$ cat src/design/vms_pkg.sv
// Shared constants and the arctangent table for the velocity motion step unit.
package vms_pkg;

    // Default and maximum number of CORDIC iterations.
    localparam int TRIG_ITERATIONS = 16;
    localparam int TABLE_LEN       = 24;
    localparam int IDX_W           = $clog2(TABLE_LEN);

    // Datapath widths.
    localparam int CORDIC_W = 33;
    localparam int DIV_DW   = 48;
    localparam int DIV_VW   = 16;
    localparam int DIV_CW   = $clog2(DIV_DW);

    // Arithmetic constants.
    localparam logic signed [CORDIC_W-1:0] CORDIC_GAIN = 33'sd652032874;
    localparam logic signed [63:0] PHASE_PER_W = 64'sd5468522205;
    localparam logic [40:0] DEG_PER_W   = 41'd30039490;
    localparam logic [DIV_VW-1:0] DEG_FULL = 16'd360;
    localparam logic [31:0] QUARTER     = 32'h2000_0000;

    // Degrees modulo 360 and degrees to phase.
    // 2^32 leaves 256 modulo 360, so a negative heading adds 360 - 256.
    localparam logic [16:0] FOLD_NEG      = 17'd104;
    // Reciprocal of 360 scaled by 2^26; exact for operands below 2^17.
    localparam logic [17:0] RECIP_360     = 18'd186414;
    // Rounding term of the degree to phase conversion.
    localparam logic [16:0] PH_ROUND      = 17'd180;
    // Integer part of 2^32 / 360; the remainder 256 goes through the reciprocal.
    localparam logic [23:0] PHASE_PER_DEG = 24'd11930464;

    // Arctangent of 2^-i in phase units (2^32 per turn).
    function automatic logic signed [CORDIC_W-1:0] atan_phase(input logic [IDX_W-1:0] idx);
        logic signed [CORDIC_W-1:0] v;
        begin
            unique case (idx)
                5'd0:    v = 33'sd536870912;
                5'd1:    v = 33'sd316933406;
                5'd2:    v = 33'sd167458907;
                5'd3:    v = 33'sd85004756;
                5'd4:    v = 33'sd42667331;
                5'd5:    v = 33'sd21354465;
                5'd6:    v = 33'sd10679838;
                5'd7:    v = 33'sd5340245;
                5'd8:    v = 33'sd2670163;
                5'd9:    v = 33'sd1335087;
                5'd10:   v = 33'sd667544;
                5'd11:   v = 33'sd333772;
                5'd12:   v = 33'sd166886;
                5'd13:   v = 33'sd83443;
                5'd14:   v = 33'sd41722;
                5'd15:   v = 33'sd20861;
                5'd16:   v = 33'sd10430;
                5'd17:   v = 33'sd5215;
                5'd18:   v = 33'sd2608;
                5'd19:   v = 33'sd1304;
                5'd20:   v = 33'sd652;
                5'd21:   v = 33'sd326;
                5'd22:   v = 33'sd163;
                5'd23:   v = 33'sd81;
                default: v = '0;
            endcase
            return v;
        end
    endfunction

endpackage

$ cat src/design/vms_div.sv
// Iterative restoring unsigned divider, one quotient bit per cycle.
module vms_div (
    input  logic                          i_clk,
    input  logic                          i_rst_n,
    input  logic                          i_start,
    input  logic [vms_pkg::DIV_DW-1:0]    i_dividend,
    input  logic [vms_pkg::DIV_VW-1:0]    i_divisor,
    output logic                          o_done,
    output logic [vms_pkg::DIV_DW-1:0]    o_quotient
);

    typedef enum logic {ST_IDLE, ST_RUN} t_state;

    t_state                        r_state;
    logic [vms_pkg::DIV_CW-1:0]    r_cnt;
    logic [vms_pkg::DIV_DW-1:0]    r_quo;
    logic [vms_pkg::DIV_VW-1:0]    r_rem;
    logic [vms_pkg::DIV_VW-1:0]    r_dvs;
    logic                          r_done;

    logic [vms_pkg::DIV_VW:0]      w_trial;
    logic                          w_fit;
    logic [vms_pkg::DIV_VW:0]      w_diff;

    // Trial subtraction of the divisor from the shifted partial remainder.
    assign w_trial = {r_rem, r_quo[vms_pkg::DIV_DW-1]};
    assign w_fit   = w_trial >= {1'b0, r_dvs};
    assign w_diff  = w_trial - {1'b0, r_dvs};

    // Sequencer and shift registers.
    always_ff @(posedge i_clk) begin
        if (!i_rst_n) begin
            r_state <= ST_IDLE;
            r_done  <= 1'b0;
            r_cnt   <= '0;
        end else begin
            r_done <= 1'b0;
            unique case (r_state)
                ST_IDLE: begin
                    if (i_start) begin
                        r_quo   <= i_dividend;
                        r_rem   <= '0;
                        r_dvs   <= i_divisor;
                        r_cnt   <= '0;
                        r_state <= ST_RUN;
                    end
                end
                ST_RUN: begin
                    r_rem <= w_fit ? w_diff[vms_pkg::DIV_VW-1:0]
                                   : w_trial[vms_pkg::DIV_VW-1:0];
                    r_quo <= {r_quo[vms_pkg::DIV_DW-2:0], w_fit};
                    r_cnt <= r_cnt + 1'b1;
                    if (r_cnt == vms_pkg::DIV_CW'(vms_pkg::DIV_DW - 1)) begin
                        r_state <= ST_IDLE;
                        r_done  <= 1'b1;
                    end
                end
                default: r_state <= ST_IDLE;
            endcase
        end
    end

    assign o_done      = r_done;
    assign o_quotient  = r_quo;

endmodule

$ cat src/design/vms_cordic.sv
// Iterative rotation-mode CORDIC giving sine and cosine of a 32-bit phase.
module vms_cordic #(
    parameter int TRIG_ITERATIONS = vms_pkg::TRIG_ITERATIONS
) (
    input  logic                                 i_clk,
    input  logic                                 i_rst_n,
    input  logic                                 i_start,
    input  logic [31:0]                          i_phase,
    output logic                                 o_done,
    output logic signed [vms_pkg::CORDIC_W-1:0]  o_sin,
    output logic signed [vms_pkg::CORDIC_W-1:0]  o_cos
);

    localparam logic [vms_pkg::IDX_W-1:0] LAST = vms_pkg::IDX_W'(TRIG_ITERATIONS - 1);

    typedef enum logic {ST_IDLE, ST_RUN} t_state;

    t_state                               r_state;
    logic [vms_pkg::IDX_W-1:0]            r_idx;
    logic [1:0]                           r_quad;
    logic signed [vms_pkg::CORDIC_W-1:0]  r_x;
    logic signed [vms_pkg::CORDIC_W-1:0]  r_y;
    logic signed [vms_pkg::CORDIC_W-1:0]  r_z;
    logic                                 r_done;

    logic [31:0]                          w_a;
    logic signed [vms_pkg::CORDIC_W-1:0]  w_xs;
    logic signed [vms_pkg::CORDIC_W-1:0]  w_ys;
    logic signed [vms_pkg::CORDIC_W-1:0]  w_at;

    // Quadrant split and the per-step shifted terms.
    assign w_a  = i_phase + vms_pkg::QUARTER;
    assign w_xs = r_x >>> r_idx;
    assign w_ys = r_y >>> r_idx;
    assign w_at = vms_pkg::atan_phase(r_idx);

    // Rotation sequencer.
    always_ff @(posedge i_clk) begin
        if (!i_rst_n) begin
            r_state <= ST_IDLE;
            r_done  <= 1'b0;
            r_idx   <= '0;
        end else begin
            r_done <= 1'b0;
            unique case (r_state)
                ST_IDLE: begin
                    if (i_start) begin
                        r_quad  <= w_a[31:30];
                        r_z     <= $signed({3'b000, w_a[29:0]}) - $signed({1'b0, vms_pkg::QUARTER});
                        r_x     <= vms_pkg::CORDIC_GAIN;
                        r_y     <= '0;
                        r_idx   <= '0;
                        r_state <= ST_RUN;
                    end
                end
                ST_RUN: begin
                    if (!r_z[vms_pkg::CORDIC_W-1]) begin
                        r_x <= r_x - w_ys;
                        r_y <= r_y + w_xs;
                        r_z <= r_z - w_at;
                    end else begin
                        r_x <= r_x + w_ys;
                        r_y <= r_y - w_xs;
                        r_z <= r_z + w_at;
                    end
                    r_idx <= r_idx + 1'b1;
                    if (r_idx == LAST) begin
                        r_state <= ST_IDLE;
                        r_done  <= 1'b1;
                    end
                end
                default: r_state <= ST_IDLE;
            endcase
        end
    end

    // Rotate the result back by the quadrant.
    always_comb begin
        unique case (r_quad)
            2'd0: begin o_cos = r_x;  o_sin = r_y;  end
            2'd1: begin o_cos = -r_y; o_sin = r_x;  end
            2'd2: begin o_cos = -r_x; o_sin = -r_y; end
            default: begin o_cos = r_y; o_sin = -r_x; end
        endcase
    end

    assign o_done = r_done;

endmodule

$ cat src/design/velocity_motion_step_unit.sv
// Velocity motion model pose update: sequencer, shared divider and CORDIC.
// Each step uses the CORDIC twice and the divider twice; a step with zero rotation
// skips both divisions. A new step is taken only once the sequencer is back in idle;
// the output register frees the sequencer, and a result still waiting there holds the
// next step in its last state.
// Reset clears the pose to zero and empties the output register.
module velocity_motion_step_unit #(
    parameter int TRIG_ITERATIONS = vms_pkg::TRIG_ITERATIONS
) (
    input  logic               i_clk,
    input  logic               i_rst_n,
    input  logic               i_valid,
    output logic               o_stall,
    input  logic signed [15:0] i_tran_vel,
    input  logic signed [15:0] i_rot_vel,
    output logic               o_valid,
    input  logic               i_stall,
    output logic signed [31:0] o_new_x,
    output logic signed [31:0] o_new_y,
    output logic signed [31:0] o_new_heading
);

    localparam int CW = vms_pkg::CORDIC_W;

    typedef enum logic [3:0] {
        ST_IDLE, ST_MOD, ST_REM, ST_PH, ST_PHQ, ST_PHS, ST_COR1, ST_COR2,
        ST_MULX, ST_DXS, ST_DIVX, ST_MULY, ST_DYS, ST_DIVY, ST_UPD
    } t_state;

    t_state                      r_state;
    logic signed [15:0]          r_tv;
    logic signed [15:0]          r_rw;
    logic [31:0]                 r_ph_w;
    logic [31:0]                 r_ph_th;
    logic [31:0]                 r_dh;
    logic [16:0]                 r_rc_n;
    logic [8:0]                  r_rc_q;
    logic [8:0]                  r_hred;
    logic [31:0]                 r_ph_base;
    logic signed [CW-1:0]        r_s1;
    logic signed [CW-1:0]        r_c1;
    logic signed [CW-1:0]        r_s2;
    logic signed [CW-1:0]        r_c2;
    logic signed [49:0]          r_prod;
    logic [31:0]                 r_dx;
    logic [31:0]                 r_pos_x;
    logic [31:0]                 r_pos_y;
    logic [31:0]                 r_pos_h;
    logic [31:0]                 r_out_x;
    logic [31:0]                 r_out_y;
    logic [31:0]                 r_out_h;
    logic                        r_ovalid;
    logic                        r_div_start;
    logic [vms_pkg::DIV_DW-1:0]  r_div_a;
    logic [vms_pkg::DIV_VW-1:0]  r_div_b;
    logic                        r_cor_start;
    logic [31:0]                 r_cor_phase;

    logic                        w_div_done;
    logic [vms_pkg::DIV_DW-1:0]  w_quo;
    logic                        w_cor_done;
    logic signed [CW-1:0]        w_sin;
    logic signed [CW-1:0]        w_cos;

    logic signed [63:0]          w_phw;
    logic [15:0]                 w_rw_mag;
    logic [40:0]                 w_dh_prod;
    logic [31:0]                 w_dh_mag;
    logic [16:0]                 w_fold;
    logic [34:0]                 w_rc_prod;
    logic [8:0]                  w_rc_q;
    logic [16:0]                 w_rc_back;
    logic                        w_rw_nz;
    logic [15:0]                 w_rwr_mag;
    logic signed [CW:0]          w_mul_op;
    logic [49:0]                 w_prod_mag;
    logic [31:0]                 w_sel_mag;
    logic                        w_neg;
    logic [31:0]                 w_d;
    logic                        w_out_free;

    // Shared units.
    vms_div u_div (
        .i_clk       (i_clk),
        .i_rst_n     (i_rst_n),
        .i_start     (r_div_start),
        .i_dividend  (r_div_a),
        .i_divisor   (r_div_b),
        .o_done      (w_div_done),
        .o_quotient  (w_quo)
    );

    vms_cordic #(
        .TRIG_ITERATIONS (TRIG_ITERATIONS)
    ) u_cordic (
        .i_clk   (i_clk),
        .i_rst_n (i_rst_n),
        .i_start (r_cor_start),
        .i_phase (r_cor_phase),
        .o_done  (w_cor_done),
        .o_sin   (w_sin),
        .o_cos   (w_cos)
    );

    // Phase step and heading increment from the rotational velocity.
    assign w_phw     = i_rot_vel * vms_pkg::PHASE_PER_W + 64'sd32768;
    assign w_rw_mag  = i_rot_vel[15] ? 16'(-i_rot_vel) : 16'(i_rot_vel);
    assign w_dh_prod = 41'(w_rw_mag) * vms_pkg::DEG_PER_W;
    assign w_dh_mag  = 32'(w_dh_prod[40:32]);

    // Heading folded by bytes into a value congruent modulo 360: the byte weights
    // 2^8, 2^16 and 2^24 leave 256, 16 and 136, and a negative sign adds 104.
    assign w_fold = 17'(r_pos_h[7:0]) + 17'({r_pos_h[15:8], 8'd0})
                  + 17'({r_pos_h[23:16], 4'd0}) + 17'({r_pos_h[31:24], 7'd0})
                  + 17'({r_pos_h[31:24], 3'd0})
                  + (r_pos_h[31] ? vms_pkg::FOLD_NEG : 17'd0);

    // Quotient by 360 through the scaled reciprocal, and the matching remainder.
    assign w_rc_prod = 35'(r_rc_n) * 35'(vms_pkg::RECIP_360);
    assign w_rc_q    = w_rc_prod[34:26];
    assign w_rc_back = r_rc_n - 17'(r_rc_q) * 17'(vms_pkg::DEG_FULL);

    // Displacement terms: multiply operand and signed magnitude of the result.
    assign w_rw_nz   = (r_rw != 16'sd0);
    assign w_rwr_mag = r_rw[15] ? 16'(-r_rw) : 16'(r_rw);
    always_comb begin
        if (r_state == ST_MULX) begin
            w_mul_op = w_rw_nz ? ((CW+1)'(r_s2) - (CW+1)'(r_s1)) : (CW+1)'(r_c1);
        end else begin
            w_mul_op = w_rw_nz ? ((CW+1)'(r_c1) - (CW+1)'(r_c2)) : (CW+1)'(r_s1);
        end
    end
    assign w_prod_mag = r_prod[49] ? 50'(-r_prod) : 50'(r_prod);
    assign w_sel_mag  = w_rw_nz ? w_quo[31:0] : 32'(w_prod_mag[49:34]);
    assign w_neg      = r_prod[49] ^ (w_rw_nz & r_rw[15]);
    assign w_d        = w_neg ? (~w_sel_mag + 32'd1) : w_sel_mag;

    assign w_out_free = !r_ovalid || !i_stall;

    // Step sequencer, pose state and output register.
    always_ff @(posedge i_clk) begin
        if (!i_rst_n) begin
            r_state     <= ST_IDLE;
            r_pos_x     <= '0;
            r_pos_y     <= '0;
            r_pos_h     <= '0;
            r_ovalid    <= 1'b0;
            r_div_start <= 1'b0;
            r_cor_start <= 1'b0;
        end else begin
            r_div_start <= 1'b0;
            r_cor_start <= 1'b0;
            if (r_ovalid && !i_stall && (r_state != ST_UPD)) begin
                r_ovalid <= 1'b0;
            end
            unique case (r_state)
                ST_IDLE: begin
                    if (i_valid) begin
                        r_tv        <= i_tran_vel;
                        r_rw        <= i_rot_vel;
                        r_ph_w      <= w_phw[47:16];
                        r_dh        <= i_rot_vel[15] ? (~w_dh_mag + 32'd1) : w_dh_mag;
                        r_rc_n      <= w_fold;
                        r_state     <= ST_MOD;
                    end
                end
                ST_MOD: begin
                    r_rc_q  <= w_rc_q;
                    r_state <= ST_REM;
                end
                ST_REM: begin
                    r_hred  <= w_rc_back[8:0];
                    r_state <= ST_PH;
                end
                ST_PH: begin
                    // Phase = deg * 11930464 + (256 * deg + 180) / 360.
                    r_rc_n    <= {r_hred, 8'd0} + vms_pkg::PH_ROUND;
                    r_ph_base <= 32'(r_hred) * 32'(vms_pkg::PHASE_PER_DEG);
                    r_state   <= ST_PHQ;
                end
                ST_PHQ: begin
                    r_rc_q  <= w_rc_q;
                    r_state <= ST_PHS;
                end
                ST_PHS: begin
                    r_ph_th     <= r_ph_base + 32'(r_rc_q);
                    r_cor_phase <= r_ph_base + 32'(r_rc_q);
                    r_cor_start <= 1'b1;
                    r_state     <= ST_COR1;
                end
                ST_COR1: begin
                    if (w_cor_done) begin
                        r_s1        <= w_sin;
                        r_c1        <= w_cos;
                        r_cor_phase <= r_ph_th + r_ph_w;
                        r_cor_start <= 1'b1;
                        r_state     <= ST_COR2;
                    end
                end
                ST_COR2: begin
                    if (w_cor_done) begin
                        r_s2    <= w_sin;
                        r_c2    <= w_cos;
                        r_state <= ST_MULX;
                    end
                end
                ST_MULX: begin
                    r_prod  <= r_tv * w_mul_op;
                    r_state <= ST_DXS;
                end
                ST_DXS: begin
                    if (w_rw_nz) begin
                        r_div_a     <= vms_pkg::DIV_DW'(w_prod_mag[49:21]);
                        r_div_b     <= w_rwr_mag;
                        r_div_start <= 1'b1;
                        r_state     <= ST_DIVX;
                    end else begin
                        r_dx    <= w_d;
                        r_state <= ST_MULY;
                    end
                end
                ST_DIVX: begin
                    if (w_div_done) begin
                        r_dx    <= w_d;
                        r_state <= ST_MULY;
                    end
                end
                ST_MULY: begin
                    r_prod  <= r_tv * w_mul_op;
                    r_state <= ST_DYS;
                end
                ST_DYS: begin
                    if (w_rw_nz) begin
                        r_div_a     <= vms_pkg::DIV_DW'(w_prod_mag[49:21]);
                        r_div_b     <= w_rwr_mag;
                        r_div_start <= 1'b1;
                        r_state     <= ST_DIVY;
                    end else begin
                        r_pos_y <= r_pos_y + w_d;
                        r_state <= ST_UPD;
                    end
                end
                ST_DIVY: begin
                    if (w_div_done) begin
                        r_pos_y <= r_pos_y + w_d;
                        r_state <= ST_UPD;
                    end
                end
                ST_UPD: begin
                    // The new y is already in place; commit x and heading with the beat.
                    if (w_out_free) begin
                        r_pos_x  <= r_pos_x + r_dx;
                        r_pos_h  <= r_pos_h + r_dh;
                        r_out_x  <= r_pos_x + r_dx;
                        r_out_y  <= r_pos_y;
                        r_out_h  <= r_pos_h + r_dh;
                        r_ovalid <= 1'b1;
                        r_state  <= ST_IDLE;
                    end
                end
                default: r_state <= ST_IDLE;
            endcase
        end
    end

    assign o_stall       = (r_state != ST_IDLE);
    assign o_valid       = r_ovalid;
    assign o_new_x       = r_out_x;
    assign o_new_y       = r_out_y;
    assign o_new_heading = r_out_h;

endmodule

$ cat config.mk
export PLATFORM = sky130hd
export DESIGN_NAME = velocity_motion_step_unit
export DESIGN_NICKNAME = d
export VERILOG_FILES = /design/src/design/vms_pkg.sv /design/src/design/vms_div.sv /design/src/design/vms_cordic.sv /design/src/design/velocity_motion_step_unit.sv
export SDC_FILE = /design/constraint.sdc
export NUM_CORES = 2
export LEC_CHECK = 0
export BUFFER_PORTS_ARGS = -buffer_cell sky130_fd_sc_hd__buf_2
export CAP_MARGIN = 10
export CORE_MARGIN = 2
export CORE_UTILIZATION = 60
export CTS_CLUSTER_DIAMETER = 30
export CTS_CLUSTER_SIZE = 12
export DETAILED_ROUTE_END_ITERATION = 8
export PLACE_DENSITY = 0.89
export SYNTH_ARGS = -nofsm -noshare
export SYNTH_HDL_FRONTEND = slang
export SYNTH_SLANG_ARGS = --single-unit
$ cat constraint.sdc
create_clock -name i_clk -period 9.75 [get_ports i_clk]
set_clock_uncertainty 0.05 [all_clocks]
set_input_delay 1.4625 -clock i_clk [delete_from_list [all_inputs] [get_ports i_clk]]
set_output_delay 1.4625 -clock i_clk [all_outputs]
set_load 0.005 [all_outputs]
==> results.md <==
* Per-cell routed wire length at between 20 and 25 microns
* Post-synth EDFFs at around 740
* Mapped cell area at between 90,000 and 100,000 sq um
* Critical path peak fanout at 12
* LEAKAGE at ~48 nW
* Worst vdd ir at between 0.5 and 0.6 mV
* Initial Util at between 60 and 70%
* Vias at approximately 77,000
* Mapped Cells at between 9,000 and 10,000
* Count of max-cap constraint violations at 0
* Syn avg cell area at slightly below 10 sq um
* Cell Pwr Density at ~280 nW/um^2
* Non-Filler Instances at roughly 12,000
* Warnings from Yosys at 0
* Final worst path period need at just under 10 ns
* Max Freq at just over 0.1 GHz
* Number of global-route vias before repair at between 70,000 and 80,000
* WS Path Type: reg2reg
* Reg2Reg Depth at 38
* Final ANT Viol Nets at 0
* Area of placed instances at 101,000 sq um
* CP peak stage delay at between 0.5 and 0.6 ns
* Global-route wire length before repair at between 400,000 and 500,000 microns
* DRT Wirelength at between 200,000 and 300,000 microns
* Critical Path Sink Type: register
* Die width at 407 microns
* H-tree depth at 4
* FFs w/ async S/R, synth at 0%
* Overflow after GRT at 0
* Clock Root Buffer: clkbuf_16
* Hpwl dp at 196,000 microns
* Fin util at between 60% and 70%
* Final count of negative-setup-slack endpoints at 0
* DR vias/cell at just over 6
* Routability cong. at slightly below 1
* Req. time, crit path at slightly above 10 ns
* Multi-input logic area at roughly 65,000 sq um
* CP arrival at between 10 and 15 ns
* Number of buffers created by CTS at between 150 and 200
* Yosys reg bits at 891
* Finished Cell Area at about 110,000 sq um
* Initial detailed-routing violation count at approximately 6,900
* Initial antenna violation count at 18
* Core ar. at between 150,000 and 200,000 sq um
* CTS tree: done
* Dominant synthesized flop cell: edfxtp_1
* Library cells used by synthesis at 91
* Startpoint Class: register
* Row count at ~150
* Final period util at between 90% and 100%
* Share of cells above drive strength 1 at 9.50%
* Crit-path slowest cell: fa_1
* Port bufs at roughly 130
* Placed cells at between 10,000 and 15,000
* Final nets at between 10,000 and 15,000
* Area growth syn-to-layout at 10.4%
* CP dominant cell by count: fa_1
* Hold_buf cts at 0
* Die area at ~170,000 sq um
* Endpoints failing hold at 0
* Register Area at 25,300 sq um
* Hold path cells at 0
* Max Slew Vio Count at 0
* Status: complete, no violations
* Clock-pin slew on the worst setup and hold paths at approximately 0.05 ns
* DRC Markers at 0
* First-pass DRT Iterations at 8
* Worst hold path type: reg2reg
* Die height at between 400 and 500 microns
* # clock sinks at a little under 900
* Slew @ Worst Pin at 1.28 ns
* GRT Util Overall at between 30% and 40%
* Slew Limit Headroom at between 10% and 20%
* Largest net degree at the start of global routing at around 110
* Post-synthesis sequential area ratio at ~26%
* Worst skew pair latency at around 0.82 ns
* Syn_nets at around 12,000
* Bufs on Longest Clock Path at 3
* Layout filler cell count at ~11,000
* Top Ports at about 130
## layout by cell type, fill, tap and decap left out, types with 154 or more instances in the layout
| master | count |
|---|---|
| a21o_1 | 169 |
| a21oi_1 | 646 |
| and2_1 | 289 |
| buf_4 | 172 |
| clkbuf_16 | 186 |
| edfxtp_1 | 743 |
| fa_1 | 950 |
| ha_1 | 1004 |
| inv_1 | 1466 |
| nand2_1 | 845 |
| nand3_1 | 154 |
| nor2_1 | 551 |
| o21ai_0 | 345 |
| xnor2_1 | 374 |
| xor2_1 | 208 |
## layer usage
layer	up-vias	wire, microns	track usage [%]
li1	34200	-	-
met1	37400	96800	37.9
met2	4012	126000	53.5
met3	930	22200	5.61
met4	8	13100	15.5
met5	-	62	0
## path summary, 6_finish.rpt
check,start,to,slack [ns]
max reg2reg,r_s1[0],r_prod[49],0.006
max,r_s1[0],r_prod[49],0.006
min reg2reg,r_div_b[13],u_div.r_dvs[13],0.36
min,r_div_b[13],u_div.r_dvs[13],0.36
## what timing repair did
item,in CTS,in global routing
pin swaps,0,26
setup endpoints to repair,1,15
resized for setup,2,59
buffers inserted,0,26
gates cloned,0,2
## kinds of logic (layout without fill, tap and decap cells)
kind of cell / Yosys count / count (layout) / share of synthesized area, %
buffers and inverters: 1850 / 2137 / 7.14
multiplexers: 289 / 289 / 4.69
adder cells (fa/ha/maj): 1961 / 1961 / 32.5
flip-flops: 891 / 891 / 26.0
AND/OR/NAND/NOR: 2592 / 2592 / 12.9
other: 0 / 8 / 0
XOR/XNOR: 583 / 583 / 5.24
AO/OA/AOI/OAI: 1815 / 1815 / 11.6
## final cells by class
cell class	count	area share, %
antenna	8	0.0186
multi-input combinational	7240	60.8
tap	2160	2.51
timing repair buffer	315	1.94
clock buffer	210	4.47
clock inverter	137	1.55
inverter	1475	5.15
sequential	891	23.5
## state kept, by name, summed over array words and instances, names as in the netlist, 27 cells and up
signal	count
o_new_heading	32
r_s1	33
r_pos_x	32
r_c1	33
r_div_a	29
u_cordic.r_z	33
r_s2	33
r_ph_th	32
r_pos_y	32
o_new_y	32
r_prod	50
u_cordic.w_at	30
u_cordic.r_y	33
r_cor_phase	32
o_new_x	32
u_cordic.r_x	33
r_pos_h	32
r_ph_w	32
r_c2	33
r_ph_base	27
u_div.o_quotient	48
r_dx	32
## synth_stat cells (95+ instances only)
| cell type | number | area share, % |
|---|---|---|
| nor2b_1 | 110 | 0.71 |
| nand3_1 | 155 | 0.80 |
| xor2_1 | 208 | 1.9 |
| fa_1 | 952 | 20 |
| nor3_1 | 155 | 0.80 |
| and2_1 | 291 | 1.9 |
| nand2_1 | 847 | 3.3 |
| nand2b_1 | 95 | 0.61 |
| o21ai_0 | 356 | 1.8 |
| a21oi_1 | 653 | 3.4 |
| xnor2_1 | 375 | 3.4 |
| clkbuf_1 | 317 | 1.2 |
| inv_1 | 1467 | 5.7 |
| nor2_1 | 556 | 2.1 |
| edfxtp_1 | 743 | 23 |
| and3_1 | 98 | 0.63 |
| dfxtp_1 | 148 | 3.0 |
| mux4_2 | 125 | 2.9 |
| a21o_1 | 169 | 1.3 |
| ha_1 | 1008 | 13 |
## per-stage QoR
| step | hold WS [ns] | TNS (ns) | worst slack [ns] | power [W] |
|---|---|---|---|---|
| floorplan | 0.350 | 0 | 0.513 | 0.0186 |
| global placement | 0.352 | 0 | 0.207 | 0.0221 |
| detailed placement | 0.355 | 0 | 0.0839 | 0.0230 |
| CTS | 0.364 | 0 | 0.0234 | 0.0297 |
| global route | 0.370 | -0.534 | -0.223 | 0.0325 |
| finish | 0.363 | 0 | 0.00612 | 0.0300 |
## critical path: cells and delay by family, from the launching register on
family | cells | cell delay (ns)
xor gates and xnor gates | 1 | 0.13
and+or+nand+nor | 6 | 1.06
DFF | 1 | 0.39
buffers and inverters | 7 | 0.78
AOI/OAI and AO/OA | 14 | 2.42
muxes | 1 | 0.53
adders and majority gates | 9 | 4.06
## power by group
part / internal (W) / switching, W
combinational: 0.00788 / 0.0105
clock: 0.00418 / 0.00226
sequential: 0.00507 / 0.000148
No activity file was read; power rests on OpenSTA's default activity.
